`config.mk`:
```
export PLATFORM = sky130hd
export DESIGN_NAME = ws2812_spi_bit_encoder
export DESIGN_NICKNAME = d
export VERILOG_FILES = /design/src/wse_pkg.sv /design/src/ws2812_spi_bit_encoder.sv
export VERILOG_INCLUDE_DIRS = /design/src /design/src/src
export SDC_FILE = /design/constraint.sdc
export NUM_CORES = 1
export LEC_CHECK = 0
export BUFFER_PORTS_ARGS = -buffer_cell sky130_fd_sc_hd__buf_2
export CAP_MARGIN = 5
export CORE_AREA = 2 2 78 110
export CTS_BUF_LIST = sky130_fd_sc_hd__clkbuf_16
export CTS_CLUSTER_DIAMETER = 80
export DETAILED_ROUTE_END_ITERATION = 8
export DIE_AREA = 0 0 80 112
export GPL_TIMING_DRIVEN = 0
export PLACE_DENSITY = 0.77
export SKIP_CTS_REPAIR_TIMING = 1
export SYNTH_ARGS = -nofsm -noshare
export SYNTH_HDL_FRONTEND = slang
export SYNTH_SLANG_ARGS = --single-unit
```
`constraint.sdc`:
```
create_clock -name i_clk -period 2.9 [get_ports i_clk]
set_input_delay 0.725 -clock i_clk [delete_from_list [all_inputs] [get_ports i_clk]]
set_output_delay 0.725 -clock i_clk [all_outputs]
set_load 0.05 [all_outputs]
```
`src/ws2812_spi_bit_encoder_macros.svh`:
```
// assertion macros for the ws2812 spi bit encoder
`ifndef WS2812_SPI_BIT_ENCODER_MACROS_SVH
`define WS2812_SPI_BIT_ENCODER_MACROS_SVH

// property that holds on every clock edge out of reset
`define WSE_ASSERT(name, cond, msg) \
    name: assert property (@(posedge i_clk) disable iff (!i_rst_n) (cond)) else $error(msg);

// trigger on one edge implies a condition on the next edge
`define WSE_ASSERT_NEXT(name, trig, cond, msg) \
    name: assert property (@(posedge i_clk) disable iff (!i_rst_n) (trig) |=> (cond)) else $error(msg);

`endif

```
`src/wse_pkg.sv`:
```
// types, constants and the nibble encoder of the ws2812 spi bit encoder
package wse_pkg;

    localparam int COLOR_W     = 24;
    localparam int WORD_W      = 16;
    localparam int LED_COUNT_W = 11;
    localparam int RESET_SL_W  = 8;
    localparam int CFG_IDX_W   = 2;
    localparam int CFG_DATA_W  = 11;
    localparam int NIBBLE_W    = 4;

    // register indexes of the configuration port
    localparam logic [CFG_IDX_W-1:0] CFG_LED_COUNT     = 2'd0;
    localparam logic [CFG_IDX_W-1:0] CFG_RESET_SLOTS   = 2'd1;
    localparam logic [CFG_IDX_W-1:0] CFG_SWAPPED_ORDER = 2'd2;

    // input operation codes
    localparam logic OP_ADVANCE = 1'b0;
    localparam logic OP_START   = 1'b1;

    // line patterns for one data bit
    localparam logic [NIBBLE_W-1:0] LINE_ONE  = 4'b1110;
    localparam logic [NIBBLE_W-1:0] LINE_ZERO = 4'b1000;

    // result flags, exactly one set per result
    typedef struct packed {
        logic in_reset_gap;
        logic led_encoded;
        logic frame_done;
    } t_flags;

    // four colour bits become sixteen line bits, msb first
    function automatic logic [WORD_W-1:0] encode_nibble(input logic [NIBBLE_W-1:0] nib);
        logic [WORD_W-1:0] word;
        word = '0;
        for (int b = NIBBLE_W - 1; b >= 0; b--) begin
            word = {word[WORD_W-NIBBLE_W-1:0], (nib[b] ? LINE_ONE : LINE_ZERO)};
        end
        return word;
    endfunction

endpackage

```
`src/ws2812_spi_bit_encoder.sv`:
```
// ws2812 spi bit encoder: slot sequencing and colour to line bit expansion
// an accepted advance transaction has its result registered and shown in the next cycle
// throughput: one transaction per cycle while results are taken; the result register frees as it is taken
// a start transaction updates the slot position only and gives no result
// reset (synchronous, active low) clears the result valid, loads the register
// defaults and parks the slot position at zero, so the frame reads as done
module ws2812_spi_bit_encoder
    import wse_pkg::*;
#(
    parameter int MAX_LEDS = 1024
) (
    input  logic                   i_clk,
    input  logic                   i_rst_n,
    input  logic                   i_cfg_we,
    input  logic [CFG_IDX_W-1:0]   i_cfg_index,
    input  logic [CFG_DATA_W-1:0]  i_cfg_data,
    input  logic                   i_in_valid,
    output logic                   o_in_ready,
    input  logic                   i_operation,
    input  logic [COLOR_W-1:0]     i_color,
    output logic                   o_out_valid,
    input  logic                   i_out_ready,
    output logic [WORD_W-1:0]      o_word_a,
    output logic [WORD_W-1:0]      o_word_b,
    output logic [WORD_W-1:0]      o_word_c,
    output logic [WORD_W-1:0]      o_word_d,
    output logic [WORD_W-1:0]      o_word_e,
    output logic [WORD_W-1:0]      o_word_f,
    output logic                   o_in_reset_gap,
    output logic                   o_led_encoded,
    output logic                   o_frame_done
);

    localparam int CNT_W = $clog2(MAX_LEDS + 1);
    localparam int POS_W = ((CNT_W > RESET_SL_W) ? CNT_W : RESET_SL_W) + 1;

    logic [CNT_W-1:0]      r_led_count;
    logic [RESET_SL_W-1:0] r_reset_slots;
    logic                  r_swapped;
    logic [POS_W-1:0]      r_pos, n_pos;
    logic                  r_out_valid, n_out_valid;
    logic [WORD_W-1:0]     r_word_a, r_word_b, r_word_c, r_word_d, r_word_e, r_word_f;
    logic [WORD_W-1:0]     n_word_a, n_word_b, n_word_c, n_word_d, n_word_e, n_word_f;
    t_flags                r_flags, n_flags;

    logic                  w_in_acc;
    logic [POS_W-1:0]      w_count_ext;
    logic [POS_W-1:0]      w_gap_ext;
    logic                  w_pos_neg;
    logic                  w_pos_below;
    logic [NIBBLE_W-1:0]   w_nib_a, w_nib_b, w_nib_c, w_nib_d;

    assign o_in_ready = !r_out_valid || i_out_ready;
    assign w_in_acc   = i_in_valid && o_in_ready;

    assign w_count_ext = {{(POS_W-CNT_W){1'b0}}, r_led_count};
    assign w_gap_ext   = {{(POS_W-RESET_SL_W){1'b0}}, r_reset_slots};
    assign w_pos_neg   = r_pos[POS_W-1];
    assign w_pos_below = $signed(r_pos) < $signed(w_count_ext);

    // swapped order sends the middle byte's nibbles first
    assign w_nib_a = r_swapped ? i_color[15:12] : i_color[23:20];
    assign w_nib_b = r_swapped ? i_color[11:8]  : i_color[19:16];
    assign w_nib_c = r_swapped ? i_color[23:20] : i_color[15:12];
    assign w_nib_d = r_swapped ? i_color[19:16] : i_color[11:8];

    always_comb begin
        n_pos       = r_pos;
        n_out_valid = r_out_valid && !i_out_ready;
        n_flags     = r_flags;
        n_word_a    = r_word_a;
        n_word_b    = r_word_b;
        n_word_c    = r_word_c;
        n_word_d    = r_word_d;
        n_word_e    = r_word_e;
        n_word_f    = r_word_f;
        if (w_in_acc) begin
            case (i_operation)
                OP_START: begin
                    n_pos = POS_W'(-$signed(w_gap_ext));
                end
                OP_ADVANCE: begin
                    n_out_valid = 1'b1;
                    n_flags     = '0;
                    n_word_a    = '0;
                    n_word_b    = '0;
                    n_word_c    = '0;
                    n_word_d    = '0;
                    n_word_e    = '0;
                    n_word_f    = '0;
                    if (w_pos_neg) begin
                        n_flags.in_reset_gap = 1'b1;
                        n_pos = r_pos + POS_W'(1);
                    end else if (w_pos_below) begin
                        n_flags.led_encoded = 1'b1;
                        n_word_a = encode_nibble(w_nib_a);
                        n_word_b = encode_nibble(w_nib_b);
                        n_word_c = encode_nibble(w_nib_c);
                        n_word_d = encode_nibble(w_nib_d);
                        n_word_e = encode_nibble(i_color[7:4]);
                        n_word_f = encode_nibble(i_color[3:0]);
                        n_pos = r_pos + POS_W'(1);
                    end else begin
                        // past the last led the position holds
                        n_flags.frame_done = 1'b1;
                    end
                end
                default: begin
                    n_pos = r_pos;
                end
            endcase
        end
    end

    always_ff @(posedge i_clk) begin
        if (!i_rst_n) begin
            r_led_count   <= '0;
            r_reset_slots <= RESET_SL_W'(2);
            r_swapped     <= 1'b0;
            r_pos         <= '0;
            r_out_valid   <= 1'b0;
        end else begin
            r_pos       <= n_pos;
            r_out_valid <= n_out_valid;
            if (i_cfg_we) begin
                case (i_cfg_index)
                    CFG_LED_COUNT: begin
                        // oversized counts saturate
                        if (i_cfg_data[LED_COUNT_W-1:0] > LED_COUNT_W'(MAX_LEDS)) begin
                            r_led_count <= CNT_W'(MAX_LEDS);
                        end else begin
                            r_led_count <= CNT_W'(i_cfg_data[LED_COUNT_W-1:0]);
                        end
                    end
                    CFG_RESET_SLOTS: begin
                        r_reset_slots <= i_cfg_data[RESET_SL_W-1:0];
                    end
                    CFG_SWAPPED_ORDER: begin
                        r_swapped <= i_cfg_data[0];
                    end
                    default: begin
                        r_swapped <= r_swapped;
                    end
                endcase
            end
        end
    end

    always_ff @(posedge i_clk) begin
        r_flags  <= n_flags;
        r_word_a <= n_word_a;
        r_word_b <= n_word_b;
        r_word_c <= n_word_c;
        r_word_d <= n_word_d;
        r_word_e <= n_word_e;
        r_word_f <= n_word_f;
    end

    assign o_out_valid    = r_out_valid;
    assign o_word_a       = r_word_a;
    assign o_word_b       = r_word_b;
    assign o_word_c       = r_word_c;
    assign o_word_d       = r_word_d;
    assign o_word_e       = r_word_e;
    assign o_word_f       = r_word_f;
    assign o_in_reset_gap = r_flags.in_reset_gap;
    assign o_led_encoded  = r_flags.led_encoded;
    assign o_frame_done   = r_flags.frame_done;

`include "ws2812_spi_bit_encoder_macros.svh"

    `WSE_ASSERT(a_flags_onehot, !r_out_valid || $onehot(r_flags), "result flags not one-hot")
    `WSE_ASSERT(a_words_zero, !r_out_valid || r_flags.led_encoded || ((r_word_a | r_word_b | r_word_c | r_word_d | r_word_e | r_word_f) == '0), "non-led result has nonzero words")
    `WSE_ASSERT_NEXT(a_gap_follows, w_in_acc && (i_operation == OP_ADVANCE) && w_pos_neg, r_out_valid && r_flags.in_reset_gap, "negative position did not give a reset gap")
    `WSE_ASSERT_NEXT(a_start_silent, w_in_acc && (i_operation == OP_START) && i_out_ready, !r_out_valid, "start transaction produced a result")

endmodule
```
==> flow_summary.yaml <==
run_status:
  status: "complete, no violations"
drt:
  drc: 0
  dr.pass1.iters: 4
  drt_iter0_drc: 85
  viasPerCell: 4.930
  ant_nets: 0
  vias: 3219
  wirelength_um: 9010
  routedWlPerCell_um: 13.80
power_and_ir_drop:
  powerDensity_mw_per_mm2: 633.0
  clkPwrFrac_pct: 30.1
  p_int_mw: 1.923
  switching_power_mw: 1.145
  swShare_pct: 37.31
  seq_power_share_pct: 34.4
  ir_worst_vdd_v: 0.0003988
  leakage_nw: 2.199
  pwr-share-comb_pct: 35.4
clock_tree:
  insertion_delay_ns: 0.33
  clock-sinks: 61
  cts_buffers: 9
  htreeDepth: 3
  tritoncts: "yes"
  path_clk_slew_ns: 0.05
  cts_buffer_depth: 2
  clockRootBuffer: "clkbuf_16"
grt:
  grt_max_degree: 29
  gr-total-overflow: 0
  antenna_found_initial: 0
  grt_pass1_wl_um: 14400
  grt_pass1_vias: 3089
  grt.total_usage_pct: 20.87
timing:
  tightest_slew_ns: 0.8153
  fin_crit_sh_pct: 94.79
  skew_ns: 0.006623
  finalSetupViolations: 0
  period_needed_ns: 2.749
  hold_ws_ns: 0.4531
  hold_violations: 0
  timing.slew.headroom_pct: 45.65
  rsz0062_at_grt: "yes"
  slew_viol_final: 0
  clock.fmax_ghz: 0.3638
  setup_tns_ns: 0
logic_synthesis:
  synth_cell_types: 55
  synth_area_mm2: 0.003714
  yosysWarnings: 0
  avgSynthCellArea_um2: 9.449
  async_flop_share_pct: 0
  yosysSeqAreaShare_pct: 40.43
  synth-seq-cells: 61
  synth-main-ff-cell: "dfxtp_1"
  synth_edf_count: 28
  syn_inst: 393
worst_hold_path:
  hold_start: "r_led_count[9]"
  hold_end: "r_led_count[9]"
  min_path_cells: 2
  worst_hold_path_type: "register to register"
placed_design:
  hpwl_um: 7247
  postPlaceCellArea_mm2: 0.004526
  gp_congestion: 0.8971
  io_buffers: 119
worst_setup_path:
  path_max_fanout: 10
  cp.arrival_ns: 3.02
  crit_path_end_kind: "register"
  r2r_end: "r_pos[6]"
  crit_required_ns: 3.17
  reg2reg_depth: 12
  path_class: "register to register"
  cp-start-kind: "register"
  worst-path-buf-inv: 2
  critical_path.top_delay_family: "compound AO/OA/AOI/OAI gates"
  r2r-start: "r_led_count[5]"
  worstSetupStartpoint: "r_led_count[5]"
  r2r_slack_ns: 0.15
  slowest_stage: "or3_1"
  crit_chain: "inv_1, ha_1, a21o_1, a21o_1, a21oi_2, o221ai_2, ha_1, nor2b_2, or3_1, clkbuf_4, nor4b_2, o31a_1"
  max_stage_delay_ns: 0.34
die:
  core_mm2: 0.008003
  die_area_mm2: 0.008960
  start_util_pct: 46.40
  dieHeight_um: 112
  row_count: 39
  die_w_um: 80
  io_pins: 144
cells_and_area:
  postLayoutCellArea_mm2: 0.004847
  mostFrequentLayoutCells: "buf_2, buf_4, dfxtp_1"
  final_core_util_pct: 60.57
  final_net_count: 603
  area_delta_synth_final_pct: 30.53
  antenna_cells: 0
  drive_gt1_share_pct: 41.20
  layout_commonest_cell: "buf_2"
run:
  cap_violations: 0
-- cell type report --
cell class / instances / area, µm²
Buffer: 83 / 583.1
Clock buffer: 9 / 225.2
Clock inverter: 7 / 36.28
Fill cell: 696 / 3156
Inverter: 21 / 78.83
Multi-Input combinational cell: 251 / 1698
Sequential cell: 61 / 1503
Tap cell: 102 / 127.6
Timing Repair Buffer: 119 / 595.6
-- metrics by stage --
step                      setup WS, ns  cells  power [mW]
after detailed placement       -0.2451    637       2.132
final                           0.1510    653       3.068
after global routing          -0.04630    653       3.208
after global placement         -0.2134    637       2.110
after floorplan                 0.2604    416       1.898
after CTS                      -0.2735    653       3.064
-- layer usage --
layer	track usage [%]	wire length, µm	vias to the layer above
met5	0	0	-
met4	11.07	193	0
met3	4.619	680	14
met2	38.22	4790	139
met1	21.42	3346	1456
li1	-	-	1610
-- power groups by stage --
stage | registers, mW | clock network (mW) | logic, mW
6_report | 1.06 | 0.925 | 1.09
5_1_grt | 1.07 | 0.981 | 1.16
4_1_cts | 1.06 | 0.946 | 1.06
3_5_place_dp | 1.07 | 0 | 1.06
3_3_place_gp | 1.07 | 0 | 1.04
2_1_floorplan | 1.18 | 0 | 0.723
-- worst reg2reg max path, delay by kind of cell (launching register included) --
| kind | cells | cell delay, ns |
|---|---|---|
| flip-flops | 1 | 0.33 |
| adder cells (fa/ha/maj) | 2 | 0.50 |
| AO/OA/AOI/OAI | 5 | 0.81 |
| buffers and inverters | 2 | 0.26 |
| AND/OR/NAND/NOR | 3 | 0.77 |
-- flip-flops by register name (all words and copies together) (netlist names), 4 cells and up --
| register | count |
|---|---|
| o_word_f | 4 |
| o_word_d | 4 |
| o_word_b | 4 |
| r_led_count | 11 |
| o_word_e | 4 |
| r_pos | 12 |
| r_reset_slots | 8 |
| o_word_c | 4 |
| o_word_a | 5 |
-- cell families (layout without fill, tap and decap cells) --
| group | after synthesis | after routing | synth area share [%] |
|---|---|---|---|
| buf+inv | 104 | 239 | 17.72 |
| xor+xnor | 2 | 2 | 0.4718 |
| compound gates | 70 | 70 | 12.90 |
| simple gates | 116 | 116 | 16.91 |
| mux | 25 | 25 | 6.739 |
| other cells | 1 | 24 | 0.1010 |
| flops | 61 | 61 | 40.43 |
| fa+ha+maj | 14 | 14 | 4.717 |
-- cell usage after synthesis (all sizes together), types with 3 or more instances --
master	count	share of area, %
buf	72	14
dfxtp	33	18
edfxtp	28	23
mux2i	25	6.7
nand2	23	2.3
a21oi	21	2.9
inv	20	2.0
nor2b	20	3.4
nor2	16	1.6
ha	14	4.7
nand3	14	1.9
clkbuf	11	1.1
and2	10	1.7
o21ai	8	1.1
or3	6	1.0
nor3	5	0.67
a21o	4	0.81
a31oi	4	0.67
nor4	4	0.67
o31a	4	0.94
a211oi	3	0.61
nand2b	3	0.51
o211ai	3	0.61
o22ai	3	0.51
o31ai	3	0.61
-- worst max path at each step --
stage	slack [ns]	to	cells past startpoint
floorplan	0.26	r_pos[6]	10
global placement	-0.21	r_pos[3]	10
detailed placement	-0.25	r_pos[6]	10
CTS	-0.27	r_pos[6]	10
global route	-0.05	r_pos[6]	12
finish	0.15	r_pos[6]	12
(Power assumes the default switching activity.)
